==> config.mk <==
export PLATFORM = sky130hd
export DESIGN_NAME = rocket_flight_phase_detector_top_flat
export DESIGN_NICKNAME = d
export VERILOG_FILES = /design/src/rtl/rfpd_pkg.sv /design/src/rtl/rfpd_ifs.sv /design/src/rtl/rocket_flight_phase_detector_top.sv /design/src/flat_wrapper.sv
export VERILOG_INCLUDE_DIRS = /design/src /design/src/rtl
export SDC_FILE = /design/constraint.sdc
export NUM_CORES = 1
export LEC_CHECK = 0
export ABC_AREA = 1
export ABC_CLOCK_PERIOD_IN_PS = 4100
export BUFFER_PORTS_ARGS = -buffer_cell sky130_fd_sc_hd__buf_2
export CAP_MARGIN = 20
export CORE_AREA = 2 2 158 160
export CTS_CLUSTER_DIAMETER = 100
export DETAILED_ROUTE_END_ITERATION = 16
export DIE_AREA = 0 0 160 162
export PLACE_DENSITY_LB_ADDON = 0.15
export RECOVER_POWER = 50
export SYNTH_ARGS = -nofsm -noshare
export SYNTH_HDL_FRONTEND = slang
export SYNTH_SLANG_ARGS = --single-unit
==> constraint.sdc <==
create_clock -name clk -period 4.1 [get_ports clk]
set_input_delay 0.615 -clock clk [delete_from_list [all_inputs] [get_ports clk]]
set_output_delay 0.615 -clock clk [all_outputs]
set_load 0.005 [all_outputs]
==> src/rtl/assert_macros.svh <==
// ----------------------------------------------------------------------------
// assert_macros.svh
// Shared concurrent assertion macros for the flight phase detector RTL.
// ----------------------------------------------------------------------------
`ifndef ASSERT_MACROS_SVH
`define ASSERT_MACROS_SVH

// Check an implication on every clock edge outside reset.
`define ASSERT_CLK(label, clk, rst, prop, msg) \
  label: assert property (@(posedge clk) disable iff (rst) prop) else $error(msg);

// Check an implication on every clock edge, reset included.
`define ASSERT_ALWAYS(label, clk, prop, msg) \
  label: assert property (@(posedge clk) prop) else $error(msg);

`endif

==> src/rtl/rfpd_pkg.sv <==
// ----------------------------------------------------------------------------
// rfpd_pkg
// Types and constants shared by the flight phase detector and its channels.
// ----------------------------------------------------------------------------
package rfpd_pkg;

  localparam int unsigned MEAS_W   = 20;
  localparam int unsigned BUTTON_W = 3;
  localparam int unsigned CFG_IDX_W = 2;

  typedef logic        [MEAS_W-1:0]    pressure_t;
  typedef logic signed [MEAS_W-1:0]    meas_t;
  typedef logic        [BUTTON_W-1:0]  button_t;
  typedef logic        [CFG_IDX_W-1:0] cfg_idx_t;

  typedef enum logic [2:0] {
    PH_PRELAUNCH = 3'd0,
    PH_READY     = 3'd1,
    PH_POWERED   = 3'd2,
    PH_COAST     = 3'd3,
    PH_DROGUE    = 3'd4,
    PH_MAIN      = 3'd5,
    PH_END       = 3'd6,
    PH_SDWRITE   = 3'd7
  } phase_t;

  localparam button_t BTN_NONE      = 3'd0;
  localparam button_t BTN_PRELAUNCH = 3'd1;
  localparam button_t BTN_LAUNCH    = 3'd2;
  localparam button_t BTN_END       = 3'd3;
  localparam button_t BTN_WRITE     = 3'd4;

  localparam cfg_idx_t CFG_LAUNCH_ACCEL  = 2'd0;
  localparam cfg_idx_t CFG_BURNOUT_ACCEL = 2'd1;
  localparam cfg_idx_t CFG_MAIN_ALTITUDE = 2'd2;

  typedef struct packed {
    phase_t flight_phase;
    logic   descending;
    logic   button_taken;
  } result_t;

endpackage

==> src/rtl/rfpd_ifs.sv <==
// ----------------------------------------------------------------------------
// rfpd channel interfaces
// Valid/ready channels for samples, results and configuration writes.
// ----------------------------------------------------------------------------
interface rfpd_sample_if;
  logic                valid;
  logic                ready;
  rfpd_pkg::pressure_t pressure_pa;
  rfpd_pkg::meas_t     altitude_dm;
  rfpd_pkg::meas_t     accel_z;
  rfpd_pkg::button_t   button_code;

  modport source (output valid, pressure_pa, altitude_dm, accel_z, button_code,
                  input ready);
  modport sink   (input valid, pressure_pa, altitude_dm, accel_z, button_code,
                  output ready);
endinterface

interface rfpd_result_if;
  logic       valid;
  logic       ready;
  logic [2:0] flight_phase;
  logic       descending;
  logic       button_taken;

  modport source (output valid, flight_phase, descending, button_taken,
                  input ready);
  modport sink   (input valid, flight_phase, descending, button_taken,
                  output ready);
endinterface

interface rfpd_cfg_if;
  logic               valid;
  logic               ready;
  rfpd_pkg::cfg_idx_t index;
  rfpd_pkg::meas_t    data;

  modport source (output valid, index, data, input ready);
  modport sink   (input valid, index, data, output ready);
endinterface

==> src/rtl/rocket_flight_phase_detector_top.sv <==
// ----------------------------------------------------------------------------
// rocket_flight_phase_detector_top
// Flags descent against the mean of recent pressures and tracks the flight
// phase from acceleration, altitude, descent and ground buttons.
//
//   channel | dir | payload
//   --------+-----+------------------------------------------------------
//   sample  | in  | pressure_pa, altitude_dm, accel_z, button_code
//   result  | out | flight_phase, descending, button_taken
//   cfg     | in  | index (0 launch, 1 burnout, 2 main altitude), data
//
// One sample per cycle while sample.ready is high; each result is registered,
// via the skid if stalled, after a single pass through the running-total
// compare and phase logic. A two-entry output buffer (result register plus
// skid) absorbs a stalled sample; ready drops only while the skid is full.
// rst (synchronous) returns phase, ring and total to zero; cfg.ready is
// always high.
// ----------------------------------------------------------------------------
`include "assert_macros.svh"

module rocket_flight_phase_detector_top #(
  parameter int unsigned RING_DEPTH = 8
) (
  input  logic                 clk,
  input  logic                 rst,
  rfpd_sample_if.sink          sample,
  rfpd_result_if.source        result,
  rfpd_cfg_if.sink             cfg
);
  import rfpd_pkg::*;

  localparam int unsigned TOTAL_W = MEAS_W + $clog2(RING_DEPTH);
  localparam logic [TOTAL_W-1:0] DEPTH_MUL = TOTAL_W'(RING_DEPTH);

  meas_t launch_accel_threshold;
  meas_t burnout_accel_threshold;
  meas_t main_altitude_threshold;

  phase_t    phase;
  phase_t    phase_next;
  logic      taken;
  logic      desc;
  pressure_t ring [RING_DEPTH];
  logic [TOTAL_W-1:0] ring_total;
  logic [TOTAL_W-1:0] ring_total_next;
  logic [TOTAL_W-1:0] pressure_scaled;

  logic    sample_xfer;
  result_t new_result;
  result_t out_data;
  result_t skid_data;
  logic    out_valid;
  logic    skid_valid;

  assign sample_xfer = sample.valid && sample.ready;
  assign sample.ready = !skid_valid;
  assign cfg.ready = 1'b1;

  // Configuration registers
  always_ff @(posedge clk) begin
    if (rst) begin
      launch_accel_threshold  <= '0;
      burnout_accel_threshold <= '0;
      main_altitude_threshold <= '0;
    end else if (cfg.valid) begin
      case (cfg.index)
        CFG_LAUNCH_ACCEL:  launch_accel_threshold  <= cfg.data;
        CFG_BURNOUT_ACCEL: burnout_accel_threshold <= cfg.data;
        CFG_MAIN_ALTITUDE: main_altitude_threshold <= cfg.data;
        default: ;
      endcase
    end
  end

  // Descent: mean below new pressure, i.e. total < pressure * depth
  assign pressure_scaled = TOTAL_W'(sample.pressure_pa) * DEPTH_MUL;
  assign desc = ring_total < pressure_scaled;
  assign ring_total_next = ring_total - TOTAL_W'(ring[RING_DEPTH-1])
                         + TOTAL_W'(sample.pressure_pa);

  // Pressure history: the last tap is the oldest sample
  always_ff @(posedge clk) begin
    if (rst) begin
      for (int i = 0; i < RING_DEPTH; i++) begin
        ring[i] <= '0;
      end
      ring_total <= '0;
    end else if (sample_xfer) begin
      ring[0] <= sample.pressure_pa;
      for (int i = 1; i < RING_DEPTH; i++) begin
        ring[i] <= ring[i-1];
      end
      ring_total <= ring_total_next;
    end
  end

  // Phase next state
  always_comb begin
    phase_next = phase;
    case (phase)
      PH_PRELAUNCH: begin
        if (sample.button_code == BTN_PRELAUNCH) phase_next = PH_READY;
        else if (sample.button_code == BTN_END) phase_next = PH_END;
      end
      PH_READY: begin
        if (sample.button_code == BTN_LAUNCH) phase_next = PH_POWERED;
        else if (sample.button_code == BTN_END) phase_next = PH_END;
        else if (sample.accel_z > launch_accel_threshold) phase_next = PH_POWERED;
      end
      PH_POWERED: begin
        if (sample.accel_z < burnout_accel_threshold) phase_next = PH_COAST;
      end
      PH_COAST: begin
        if (desc) phase_next = PH_DROGUE;
      end
      PH_DROGUE: begin
        if (sample.altitude_dm < main_altitude_threshold) phase_next = PH_MAIN;
        else if (sample.button_code == BTN_END) phase_next = PH_END;
      end
      PH_MAIN: begin
        if (!desc) phase_next = PH_END;
        else if (sample.button_code == BTN_END) phase_next = PH_END;
      end
      PH_END: begin
        if (sample.button_code == BTN_PRELAUNCH) phase_next = PH_PRELAUNCH;
        else if (sample.button_code == BTN_WRITE) phase_next = PH_SDWRITE;
      end
      default: phase_next = phase;
    endcase
  end

  // Button consumed: only when the button wins the priority in its phase
  always_comb begin
    taken = 1'b0;
    case (phase)
      PH_PRELAUNCH: taken = (sample.button_code == BTN_PRELAUNCH)
                         || (sample.button_code == BTN_END);
      PH_READY:     taken = (sample.button_code == BTN_LAUNCH)
                         || (sample.button_code == BTN_END);
      PH_DROGUE:    taken = !(sample.altitude_dm < main_altitude_threshold)
                         && (sample.button_code == BTN_END);
      PH_MAIN:      taken = desc && (sample.button_code == BTN_END);
      PH_END:       taken = (sample.button_code == BTN_PRELAUNCH)
                         || (sample.button_code == BTN_WRITE);
      default:      taken = 1'b0;
    endcase
  end

  always_ff @(posedge clk) begin
    if (rst) begin
      phase <= PH_PRELAUNCH;
    end else if (sample_xfer) begin
      phase <= phase_next;
    end
  end

  assign new_result = '{flight_phase: phase_next, descending: desc,
                        button_taken: taken};

  // Output register with skid: control
  always_ff @(posedge clk) begin
    if (rst) begin
      out_valid  <= 1'b0;
      skid_valid <= 1'b0;
    end else if (!out_valid || result.ready) begin
      out_valid  <= skid_valid || sample_xfer;
      skid_valid <= 1'b0;
    end else if (sample_xfer) begin
      skid_valid <= 1'b1;
    end
  end

  // Output register with skid: payload
  always_ff @(posedge clk) begin
    if (!out_valid || result.ready) begin
      out_data <= skid_valid ? skid_data : new_result;
    end else if (sample_xfer) begin
      skid_data <= new_result;
    end
  end

  assign result.valid        = out_valid;
  assign result.flight_phase = out_data.flight_phase;
  assign result.descending   = out_data.descending;
  assign result.button_taken = out_data.button_taken;

  // Skid holds data only behind a pending result
  `ASSERT_CLK(a_skid_behind_out, clk, rst, skid_valid |-> out_valid, "skid without result")
  // Card write phase has no exit
  `ASSERT_CLK(a_sdwrite_sticky, clk, rst, (phase == PH_SDWRITE) |=> (phase == PH_SDWRITE), "left sd write")
  // A consumed button is always a real button code
  `ASSERT_CLK(a_taken_real_button, clk, rst, (sample_xfer && taken) |-> (sample.button_code != BTN_NONE), "taken without button")

endmodule
==> src/flat_wrapper.sv <==
// flat-port wrapper written by rule: the top's interface ports become plain ports
module rocket_flight_phase_detector_top_flat import rfpd_pkg::*;
#(
  parameter int unsigned RING_DEPTH = 8
)
  (clk, rst, sample_valid, sample_pressure_pa, sample_altitude_dm, sample_accel_z, sample_button_code, sample_ready, result_valid, result_flight_phase, result_descending, result_button_taken, result_ready, cfg_valid, cfg_index, cfg_data, cfg_ready);
  rfpd_sample_if sample_i ();
  rfpd_result_if result_i ();
  rfpd_cfg_if cfg_i ();
  input  logic clk;
  input  logic rst;
  input wire logic [$bits(sample_i.valid)-1:0] sample_valid;
  input wire logic [$bits(sample_i.pressure_pa)-1:0] sample_pressure_pa;
  input wire logic [$bits(sample_i.altitude_dm)-1:0] sample_altitude_dm;
  input wire logic [$bits(sample_i.accel_z)-1:0] sample_accel_z;
  input wire logic [$bits(sample_i.button_code)-1:0] sample_button_code;
  output wire logic [$bits(sample_i.ready)-1:0] sample_ready;
  output wire logic [$bits(result_i.valid)-1:0] result_valid;
  output wire logic [$bits(result_i.flight_phase)-1:0] result_flight_phase;
  output wire logic [$bits(result_i.descending)-1:0] result_descending;
  output wire logic [$bits(result_i.button_taken)-1:0] result_button_taken;
  input wire logic [$bits(result_i.ready)-1:0] result_ready;
  input wire logic [$bits(cfg_i.valid)-1:0] cfg_valid;
  input wire logic [$bits(cfg_i.index)-1:0] cfg_index;
  input wire logic [$bits(cfg_i.data)-1:0] cfg_data;
  output wire logic [$bits(cfg_i.ready)-1:0] cfg_ready;
  assign sample_i.valid = sample_valid;
  assign sample_i.pressure_pa = sample_pressure_pa;
  assign sample_i.altitude_dm = sample_altitude_dm;
  assign sample_i.accel_z = sample_accel_z;
  assign sample_i.button_code = sample_button_code;
  assign sample_ready = sample_i.ready;
  assign result_valid = result_i.valid;
  assign result_flight_phase = result_i.flight_phase;
  assign result_descending = result_i.descending;
  assign result_button_taken = result_i.button_taken;
  assign result_i.ready = result_ready;
  assign cfg_i.valid = cfg_valid;
  assign cfg_i.index = cfg_index;
  assign cfg_i.data = cfg_data;
  assign cfg_ready = cfg_i.ready;
  rocket_flight_phase_detector_top #(.RING_DEPTH(RING_DEPTH)) u_core (.clk(clk), .rst(rst), .sample(sample_i), .result(result_i), .cfg(cfg_i));
endmodule
==> results.md, run 1 <==
- The run finished, with violations left.
- The checks that failed: capacitance limit, slew limit.
- In this run the number of H-tree levels came out at 1.
- The largest fanout on the critical path is 6.
- The worst-case clock buffer depth is 3.
- In this run the horizontal extent of the chip is approximately 160 um.
- The wire length of the first global-routing pass is ~45000 um.
- The core utilization of the finished layout is around 64%.
- Across the run, the number of max-cap violations was 1.
- The kind of cell with the highest combined delay on the critical path is compound AO/OA/AOI/OAI gates.
- The number of DRC violations after detailed-routing iteration 0 is 610.
- The detailed-route wire length per cell is around 13 um.
- For this run, the leading register cell type out of synthesis is edfxtp_1.
- The part of the cycle the worst path needs is between 60% and 70%.
- The number of nets at the end of the flow is about 1900.
- The hold violation count in the final report is 0.
- After synthesis the netlist holds a flip-flop and latch count of roughly 260.
- The design area is between 15000 and 20000 sq um.
- The initial cell density of the core is around 57%.
- The shortest clock period the worst path allows after layout is ~2.8 ns.
- Data arrives at the worst endpoint at ~3.2 ns.
- Between clock sinks in the finished design, the worst skew comes to approximately 0.011 ns.
- The tightest min-delay check is of the in2reg type.
- After detailed routing, the number of remaining DRC violations is 0.
- The layout-stage area growth over the synthesis result is 12.5%.
- The remaining global-route overflow is 0.
- During synthesis, Yosys emitted a total of 0 warnings.
- The number of flops mapped to enable cells by yosys is 170.
- The area of the core is 24100 sq um.
- The post-place instance area is ~14000 sq um.
- The cell sitting at the root of the clock tree is a clkbuf_16.
- The synthesized netlist contains between 40 and 50 unique library cells.
- The I/O pin total is roughly 100.
- The number of gates resized after cts is 0.
- The routed layout has approximately 10000 vias.
- The number of hold buffers added after CTS is 0.
- The total of endpoints with negative setup slack in the final report is 0.
- For this run, the detailed router's first-pass iteration total came to 5.
- Counting every instance in the synthesized netlist gives 1567.
- For this run, asynchronously set or reset flops after synthesis account for 0%.
- The die is 162 um tall.
- The initial antenna violation count is 2.
- The adder and majority gate portion of the synthesized area is roughly 12%.
- The congestion estimate from routability-driven global placement came to about 0.86.
- The headroom to the max-slew limit is -6.45%.
- The mean instance size in the synthesized netlist is around 8.7 sq um.
- The count of input and output buffers is 96.
- For the pin with the worst max-slew slack, the measured transition is around 1.6 ns.
- Setup repair after global routing left no endpoint under its margin.
- The synthesized netlist devotes less than 1% of its cell area to XOR and XNOR gates.
- The setup slack of the most critical reg-to-reg path is 1.33 ns.
- The number of global-route vias before repair was about 9500.
- STA puts the critical path data required time at around 4.5 ns.
- The simple-gate portion of the synthesized area is 15.2%.
- edfxtp_1 takes more of the synthesized area than any other cell.
- The placed wire-length estimate after detailed placement is approximately 19000 um.
- For this run, the top clock speed supported by timing is roughly 360 MHz.
- For this design the static power due to leakage is 7.07 nW.
- The signal on the critical path passes through ha_1 -> inv_1 -> ha_1 -> inv_1 -> fa_1 -> o21ai_2 -> a21oi_1 -> o21bai_1 -> a21oi_1 -> o21ai_1 -> o21ai_0.
- Clock tree synthesis inserted a total of 28 buffers.
- The synthesized net count is between 1500 and 2000.
- In the synthesized netlist, mux cells make up 0% of the area.
- The top cell type by area accounts for 37.4% of the synthesized area.
- The slowest stage of the critical path belongs to the cell fa_1.
- The die covers roughly 26000 sq um.
- By startpoint and endpoint, the worst setup path is classified as reg2reg.
- Cells with a size suffix above 1 make up 10.1% of the layout.
- The largest single stage delay on the critical path is approximately 0.48 ns.
- The startpoint type of the worst setup path is a flip-flop.
- The post-synthesis instance area is about 14000 sq um.
- In the post-synthesis netlist, the biggest area contributors are edfxtp_1 (37%), dfxtp_1 (13%), inv_1 (10%).
- Summing the areas of all compound-gate instances in the mapped netlist gives 10.3% of the synthesized area.
- The commonest cells after synthesis are inv_1 (368), nor2_1 (229), nand2_1 (213).
- Counting both buffers and inverters, the worst setup path holds a total of 2.
- Clock tree synthesis found a total of 258 sinks.
- Once detail routing completed, the nets flagged for antenna violations numbered 0.
- The overall routing resource usage is approximately a fifth.
- The worst-case IR drop observed on VDD is approximately 0.40 mV.
- The max-slew violation count is about 40.
- TritonCTS built the clock tree.
- STA classifies the critical path endpoint as a flip-flop.
- The post-CTS setup repair buffer count is 0.
- For the worst-skew pair, the clock arrives at the later sink with an insertion delay of 0.55 ns.
- After synthesis, the largest family of logic cells by area is simple AND/OR/NAND/NOR gates.
- The number of vias per cell is 4.90.
- The total routed wirelength is between 20000 and 30000 um.
- Among all cell types in the netlist, the one instantiated most often is inv_1.
- The floorplan has between 50 and 60 rows.
- The power density over the cells is approximately 540 nW/um^2.
- The sequential share of the synthesized area is about half.
- Clock-pin slew was measured on the worst setup and hold paths at around 0.06 ns.
- Setup total negative slack on the finished layout was measured at 0 ns.
- The largest net degree at the start of global routing is between 100 and 150.
## final timing paths
check                           cells after the start                           endpoint                               from
worst max register to register                     11              u_core.ring_total[16]                 u_core.ring[1][60]
worst max-delay path                               11              u_core.ring_total[16]                 u_core.ring[1][60]
worst min-delay path                                3  u_core.burnout_accel_threshold[0]                        cfg_data[0]
worst min register to register                      2  u_core.launch_accel_threshold[17]  u_core.launch_accel_threshold[17]
## layer usage
metal  up-vias  wire, um  track usage (%)
li1       5158         -                -
met1      4477     13100             29.5
met2       170     12000             34.5
met3        45      1090             3.27
met4         2       616             5.73
met5         -        11                0
## registers in the layout, summed over array words and instances (netlist names), 3 cells and up
register	count
u_core.phase	3
u_core.ring	160
u_core.launch_accel_threshold	20
u_core.skid_data	5
u_core.main_altitude_threshold	20
u_core.burnout_accel_threshold	20
u_core.result.flight_phase	3
u_core.ring_total	23
## cells in the final DEF, fill, tap and decap left out, types with 2 or more instances in the layout
master | synthesis | layout
a21boi_0 | 3 | 3
nor2_2 | 2 | 2
nand3_1 | 29 | 30
a21o_1 | 8 | 8
nor3_2 | 2 | 2
o21ai_0 | 100 | 100
nand2_1 | 213 | 214
dfxtp_1 | 88 | 88
edfxtp_1 | 170 | 170
nor2_1 | 229 | 230
fa_1 | 20 | 20
a21oi_2 | 2 | 2
clkbuf_16 | 0 | 29
a21oi_1 | 117 | 117
o21a_1 | 2 | 2
a211oi_1 | 2 | 2
nand4_1 | 9 | 9
clkbuf_1 | 22 | 7
clkinv_2 | 0 | 6
buf_2 | 9 | 93
o22ai_1 | 6 | 6
buf_4 | 2 | 8
o21ai_2 | 2 | 2
xor2_1 | 2 | 2
bufinv_16 | 0 | 3
inv_1 | 368 | 368
a31oi_1 | 2 | 2
o21ai_1 | 9 | 9
nor3_1 | 14 | 14
clkinvlp_4 | 0 | 3
nand2_2 | 3 | 2
clkinv_1 | 0 | 4
o21bai_1 | 3 | 3
inv_6 | 0 | 2
nand3_2 | 5 | 4
ha_1 | 100 | 100
## cell type report
type,count,area (sq um)
Inverter,371,1400
Sequential cell,258,6870
Fill cell,2159,8750
Tap cell,324,405
Timing Repair Buffer,108,592
Antenna cell,1,2.50
Multi-Input combinational cell,896,5140
Clock buffer,32,747
Clock inverter,20,199
## logic make-up (layout without fill, tap and decap cells)
| kind of cell | count (synthesis) | in the layout |
|---|---|---|
| AOI/OAI and AO/OA | 261 | 261 |
| xor gates and xnor gates | 3 | 3 |
| adders and majority gates | 120 | 120 |
| buffers and inverters | 413 | 531 |
| DFF | 258 | 258 |
| other | 1 | 2 |
| and+or+nand+nor | 511 | 511 |
## metrics by stage
| step | power, mW | hold WS, ns | worst slack [ns] | instances |
|---|---|---|---|---|
| after global routing | 8.85 | 0.338 | 1.07 | 2010 |
| after detailed placement | 5.72 | 0.449 | 1.01 | 1955 |
| final | 8.25 | 0.342 | 1.33 | 2010 |
| after CTS | 8.30 | 0.289 | 1.33 | 2007 |
| after floorplan | 5.08 | 0.424 | 0.487 | 1567 |
| after global placement | 5.68 | 0.442 | 1.07 | 1955 |
## tightest hold or removal path: stages
cell	delay, ns
buf_2	0.11
nor2_1	0.05
nor2_1	0.08
## where the power goes
group / total, mW / leakage [nW] / internal (mW) / switching [mW]
Sequential: 3.17 / 2.59 / 3.04 / 0.122
Combinational: 2.53 / 4.03 / 0.884 / 1.65
Clock: 2.55 / 0.457 / 1.50 / 1.05
Power figures use the tool's default switching activity.
==> run 2, diff against run 1 <==
ABC_CLOCK_PERIOD_IN_PS = 2500   (was 4100)
CORE_AREA = 2 2 161 163   (was 2 2 158 160)
DIE_AREA = 0 0 163 165   (was 0 0 160 162)
clock period = 2.5 ns   (was 4.1 ns; I/O delays follow)
==> results.md, run 2 (synthesized netlist as in run 1, its figures left out) <==
- The wire length of the first global-routing pass is 45200 um (was 45000 um).
- The layout-stage area growth over the synthesis result is 18.8% (was 12.5%).
- The number of max-cap violations is 0 (was 1).
- The share of cells above drive strength 1 is 17.3% (was 10.1%).
- The total routed wirelength is 27800 um (was 26800 um).
- The placed wire-length estimate after detailed placement is 19600 um (was 19000 um).
- The number of nets still failing antenna checks after routing was 0 (unchanged).
- The number of buffers created by CTS is 28 (unchanged).
- The number of DRC violations after detailed-routing iteration 0 is 711 (was 610).
- The die outline area is 26900 sq um (was 25900 sq um).
- The top register by number of flip-flops is u_core.ring (unchanged).
- The initial cell density of the core was 54.5% (was 56.6%).
- The number of vias in the routed layout is 10150 (was 9852).
- The hold violation count in the final report came to 0 (unchanged).
- The area of the core is 25000 sq um (was 24100 sq um).
- The most common cell after layout, fill and taps aside was inv_1 (unchanged).
- The number of placement rows was 58 (was 57).
- The global routing met3 resource utilization came to 3.44% (was 3.27%).
- The overall routing resource usage was 20.8% (was 21.1%).
- The kind of end point of the critical path was a flip-flop (unchanged).
- The count of input and output buffers is 96 (unchanged).
- Largest registers ranked by flip-flop count: u_core.ring (160), u_core.ring_total (23) (unchanged).
- The busiest layer in global routing is met2 (unchanged).
- The clock sink count was 258 (unchanged).
- Setup repair after global routing missed its margin: yes (was no).
- The maximum vdd drop came to 0.606 mV (was 0.395 mV).
- The startpoint type of the worst setup path is a flip-flop (unchanged).
- The routability congestion estimate from global placement came to 0.905 (was 0.859).
- The critical path class is reg2reg (unchanged).
- The shortest clock period the worst path allows after layout was 2.46 ns (was 2.77 ns).
- The die height came to 165 um (was 162 um).
- The clock network latency to the later pin of the worst-skew pair is 0.54 ns (was 0.55 ns).
- The initial antenna violation count is 2 (unchanged).
- The number of global-route vias before repair is 9424 (was 9473).
- The power density over the cells is 926 nW/um^2 (was 537 nW/um^2).
- The part of the cycle the worst path needs was 98.4% (was 67.6%).
- The worst setup slack after placement is -0.223 ns (was 1.01 ns).
- The minimum setup slack in the final design is 0.0390 ns (was 1.33 ns).
- The number of flip-flops in the largest register is 160 (unchanged).
- The deepest level of the CTS H-tree is 1 (unchanged).
- The detailed-route wire length per cell is 13.4 um (was 13.3 um).
- The routing usage on met2 is 33.3% (was 34.5%).
- The DRC violations left came to 0 (unchanged).
- The number of nets at the end of the flow is 1934 (was 1873).
- The required time of the worst setup path was 2.97 ns (was 4.48 ns).
- The fraction of met1 tracks used by global routing was 30.0% (was 29.5%).
- The final instance count without filler cells is 2076 (was 2010).
- Status: completed (was finished, violations left).
- The clock transition time at the flip-flop clock pins of the worst setup and hold paths is 0.07 ns (was 0.06 ns).
- The I/O pin total is 98 (unchanged).
- The remaining global-route overflow came to 0 (unchanged).
- The max-slew violation count is 0 (was 41).
- The worst-case clock buffer depth is 3 (unchanged).
- The highest achievable clock rate is 406 MHz (was 361 MHz).
- The horizontal die dimension is 163 um (was 160 um).
- Leading cell types in the layout, fill and taps excluded: inv_1 (362), nor2_1 (220), nand2_1 (204) (was inv_1 (368), nor2_1 (230), nand2_1 (214)).
- The largest fanout on the critical path is 5 (was 6).
- The path class of the lowest-slack min-delay path was in2reg (unchanged).
- The iteration count of the initial detailed-routing pass is 5 (unchanged).
- The cell at the root of the clock tree is clkbuf_16 (unchanged).
- The total of endpoints with negative setup slack in the final report came to 0 (unchanged).
- The leakage power total is 7.41 nW (was 7.07 nW).
- The number of vias per cell came to 4.89 (was 4.90).
- The signal arrival time at the worst endpoint is 2.94 ns (was 3.15 ns).
- The transition at the pin with the smallest max-transition slack is 0.967 ns (was 1.60 ns).
- The headroom to the max-slew limit is 35.5% (was -6.45%).
- The largest net degree at the start of global routing came to 108 (unchanged).
- The total instance count after detailed placement is 2016 (was 1955).
- The number of hold buffers added after CTS is 0 (unchanged).
- The CTS tree was built (unchanged).
- The worst-case clock skew is 0.00913 ns (was 0.0106 ns).
[run 2: changes by cell type in the layout (fill, tap and decap cells not counted), sizes merged]
cell / previous run / this run
buf: 103 / 168
bufinv: 3 / 2
clkbuf: 37 / 32
clkinv: 11 / 14
inv: 373 / 371
[run 2: area by class of cell]
type	count	area, sq um
timing repair buffer	169	1100
sequential	258	6870
fill	2131	8830
multi-input combinational	896	5540
antenna	1	2.50
inverter	371	1400
clock inverter	20	153
clock buffer	31	733
tap	330	413
[run 2: timing repair]
item                       4_1_cts  5_1_grt
buffers inserted                 0        8
pin swaps                        1       23
gates resized for setup          7       74
setup endpoints to repair        6       17
[run 2: routing by layer]
layer	part of all wire (%)	routed length (um)
met2	45	12400
met5	0.047	13
met1	49	13700
met3	4.6	1280
met4	1.4	380
[run 2: critical path, cell delays in order (launching register included)]
cell,delay [ns]
edfxtp_1,0.37
ha_1,0.29
inv_1,0.07
ha_2,0.18
inv_2,0.05
fa_2,0.42
o21ai_4,0.26
nand3_2,0.11
nand2_2,0.11
nand3_2,0.08
nand3_2,0.11
xor2_1,0.15
nand2_1,0.08
a21oi_2,0.12
[run 2: through the flow]
stage / power [mW] / hold slack [ns] / util (%) / instance area (sq um) / setup TNS, ns
global route: 16.0 / 0.122 / 64.7 / 16200 / -0.592
CTS: 14.1 / 0.104 / 63.1 / 15800 / 0
detailed placement: 9.99 / 0.451 / 59.4 / 14900 / -2.38
global placement: 9.92 / 0.438 / 59.4 / 14900 / -1.65
finish: 15.0 / 0.125 / 64.7 / 16200 / 0
floorplan: 8.33 / 0.424 / - / 13600 / 0
[run 2: where the power goes]
group	total, mW	switching [mW]	leakage [nW]	internal, mW
registers	5.18	0.184	2.59	4.99
clock network	4.00	1.69	0.429	2.31
logic	5.83	3.29	4.40	2.54
[run 2: path summary, 6_finish.rpt]
path                                     from                               end  slack [ns]  depth (start not counted)
max                        u_core.ring[1][60]             u_core.ring_total[22]        0.04                         13
min                               cfg_data[0]  u_core.launch_accel_threshold[0]        0.13                          3
max reg2reg                u_core.ring[1][60]             u_core.ring_total[22]        0.04                         13
min reg2reg  u_core.launch_accel_threshold[1]  u_core.launch_accel_threshold[1]        0.46                          2
==> run 3, diff against run 2 <==
MAX_ROUTING_LAYER = met4   (was default)
==> results.md, run 3 (synthesized netlist as in run 1, its figures left out) <==
- The number of flip-flops in the largest register is 160 (unchanged).
- The initial cell density of the core is 54.5% (unchanged).
- The path class of the lowest-slack min-delay path is in2reg (unchanged).
- The shortest clock period the worst path allows after layout is 2.45 ns (was 2.46 ns).
- The deepest level of the CTS H-tree is 1 (unchanged).
- Status: completed (unchanged).
- The required time of the worst setup path came to 2.96 ns (was 2.97 ns).
- Largest registers ranked by flip-flop count: u_core.ring (160), u_core.ring_total (23) (unchanged).
- The number of vias in the routed layout was 10179 (was 10150).
- The minimum setup slack in the final design is 0.0454 ns (was 0.0390 ns).
- Leading cell types in the layout, fill and taps excluded: inv_1 (358), nor2_1 (221), nand2_1 (196) (was inv_1 (362), nor2_1 (220), nand2_1 (204)).
- The CTS tree is built (unchanged).
- The largest fanout on the critical path is 4 (was 5).
- The routability congestion estimate from global placement is 0.903 (was 0.905).
- The remaining global-route overflow came to 0 (unchanged).
- The kind of cell with the highest combined delay on the critical path is compound AO/OA/AOI/OAI gates (was adder cells).
- The routing usage on met2 was 34.1% (was 33.3%).
- The initial antenna violation count is 1 (was 2).
- The number of nets still failing antenna checks after routing is 0 (unchanged).
- The number of max-cap violations came to 0 (unchanged).
- The busiest layer in global routing is met2 (unchanged).
- The number of nets at the end of the flow is 1932 (was 1934).
- The highest achievable clock rate is 407 MHz (was 406 MHz).
- The fraction of met1 tracks used by global routing is 30.2% (was 30.0%).
- The leakage power total is 7.43 nW (was 7.41 nW).
- The clock sink count was 258 (unchanged).
- The number of hold buffers added after CTS is 0 (unchanged).
- The top register by number of flip-flops is u_core.ring (unchanged).
- The critical path class is reg2reg (unchanged).
- The die outline area is 26900 sq um (unchanged).
- The number of buffers created by CTS is 28 (unchanged).
- The core utilization of the finished layout is 65.1% (was 64.7%).
- The total buffers and inverters traversed by the critical path is 3 (was 2).
- The DRC violations left came to 0 (unchanged).
- The worst-case clock buffer depth is 3 (unchanged).
- The part of the cycle the worst path needs came to 98.2% (was 98.4%).
- The number of placement rows was 58 (unchanged).
- The total of endpoints with negative setup slack in the final report is 0 (unchanged).
- The power density over the cells is 943 nW/um^2 (was 926 nW/um^2).
- The largest net degree at the start of global routing was 108 (unchanged).
- The I/O pin total came to 98 (unchanged).
- Setup repair after global routing missed its margin: yes (unchanged).
- The wire length of the first global-routing pass was 45800 um (was 45200 um).
- The share of cells above drive strength 1 is 18.2% (was 17.3%).
- The cell at the root of the clock tree was clkbuf_16 (unchanged).
- Cells along the critical path: fa_1 -> inv_2 -> ha_4 -> buf_4 -> a21oi_2 -> o21ai_2 -> o21bai_2 -> a21oi_2 -> inv_1 -> a21oi_1 -> o21ai_1 -> o21ai_1 (was ha_1 -> inv_1 -> ha_2 -> inv_2 -> fa_2 -> o21ai_4 -> nand3_2 -> nand2_2 -> nand3_2 -> nand3_2 -> xor2_1 -> nand2_1 -> a21oi_2).
- The kind of end point of the critical path is a flip-flop (unchanged).
- The count of input and output buffers came to 96 (unchanged).
- The horizontal die dimension is 163 um (unchanged).
- The hold violation count in the final report is 0 (unchanged).
- The clock transition time at the flip-flop clock pins of the worst setup and hold paths is 0.06 ns (was 0.07 ns).
- The detailed-route wire length per cell is 13.6 um (was 13.4 um).
- The max-slew violation count is 0 (unchanged).
- The die height was 165 um (unchanged).
- The startpoint type of the worst setup path is a flip-flop (unchanged).
- The layout-stage area growth over the synthesis result is 19.4% (was 18.8%).
- The maximum vdd drop was 0.592 mV (was 0.606 mV).
- The headroom to the max-slew limit is 33.3% (was 35.5%).
- The area of the core is 25000 sq um (unchanged).
- The cell at the slowest stage of the critical path was fa_1 (was fa_2).
- The signal arrival time at the worst endpoint came to 2.91 ns (was 2.94 ns).
- The total routed wirelength is 28300 um (was 27800 um).
- The delay contributed by the slowest stage of the critical path was 0.54 ns (was 0.42 ns).
- The placed wire-length estimate after detailed placement is 19800 um (was 19600 um).
- The number of vias per cell is 4.91 (was 4.89).
- The iteration count of the initial detailed-routing pass is 7 (was 5).
- The most common cell after layout, fill and taps aside is inv_1 (unchanged).
- The worst hold slack is 0.113 ns (was 0.125 ns).
- The power consumption is 15.4 mW (was 15.0 mW).
- The clock network latency to the later pin of the worst-skew pair is 0.55 ns (was 0.54 ns).
- The number of DRC violations after detailed-routing iteration 0 is 623 (was 711).
- The number of global-route vias before repair is 9614 (was 9424).
- The overall routing resource usage was 21.6% (was 20.8%).
- The transition at the pin with the smallest max-transition slack came to 1.00 ns (was 0.967 ns).
- The global routing met3 resource utilization is 3.06% (was 3.44%).
- The worst-case clock skew is 0.0274 ns (was 0.00913 ns).
- The worst setup slack after placement is -0.281 ns (was -0.223 ns).
## run 3: cell count changes in the layout (fill, tap and decap cells not counted), sizes merged
cell      previous run  this run
clkbuf              32        43
buf                168       163
inv                371       372
bufinv               2         1
clkinv              14        11
clkinvlp             4         0
## run 3: path summary, 6_finish.rpt
kind	start	endpoint	slack, ns	cells past startpoint
worst min register to register	u_core.main_altitude_threshold[10]	u_core.main_altitude_threshold[10]	0.46	2
worst min-delay path	cfg_data[0]	u_core.burnout_accel_threshold[0]	0.11	3
worst max-delay path	u_core.ring[1][72]	u_core.ring_total[13]	0.05	12
worst max register to register	u_core.ring[1][72]	u_core.ring_total[13]	0.05	12
## run 3: layout make-up
type / instances / area [sq um]
repair buffers: 167 / 1080
diodes: 1 / 2.50
well taps: 330 / 413
multi-input cells: 896 / 5610
flip-flops and latches: 258 / 6870
inverters: 371 / 1400
clock inverters: 13 / 105
clock buffers: 39 / 802
fillers: 2112 / 8740
## run 3: stage by stage
stage / setup TNS, ns / cell area (sq um) / std cells
2_1_floorplan: 0 / 13600 / 1567
3_3_place_gp: -1.73 / 14900 / 2013
3_5_place_dp: -2.53 / 14900 / 2013
4_1_cts: -0.0187 / 15900 / 2065
5_1_grt: -0.420 / 16300 / 2075
6_report: 0 / 16300 / 2075
## run 3: worst min-delay path: cells and delay by family
family                 cells  cell delay [ns]
and+or+nand+nor            2             0.13
buffers and inverters      1             0.12
## run 3: where the power goes
part / internal [mW] / switching, mW / total [mW]
Combinational: 2.69 / 3.47 / 6.16
Clock: 2.34 / 1.67 / 4.01
Sequential: 5.00 / 0.188 / 5.19
Total: 10.0 / 5.33 / 15.4
## run 3: per-layer routing
layer | share of wire (%) | vias to the layer above
met5 | 0 | -
met4 | 1.6 | 0
met3 | 4.6 | 33
met2 | 46 | 206
met1 | 48 | 4657
li1 | - | 5283
## run 3: what timing repair did
action | 4_1_cts | 5_1_grt
pin swaps | 0 | 48
endpoints found under the setup margin | 10 | 16
resized for setup | 17 | 93
setup buffers | 0 | 9
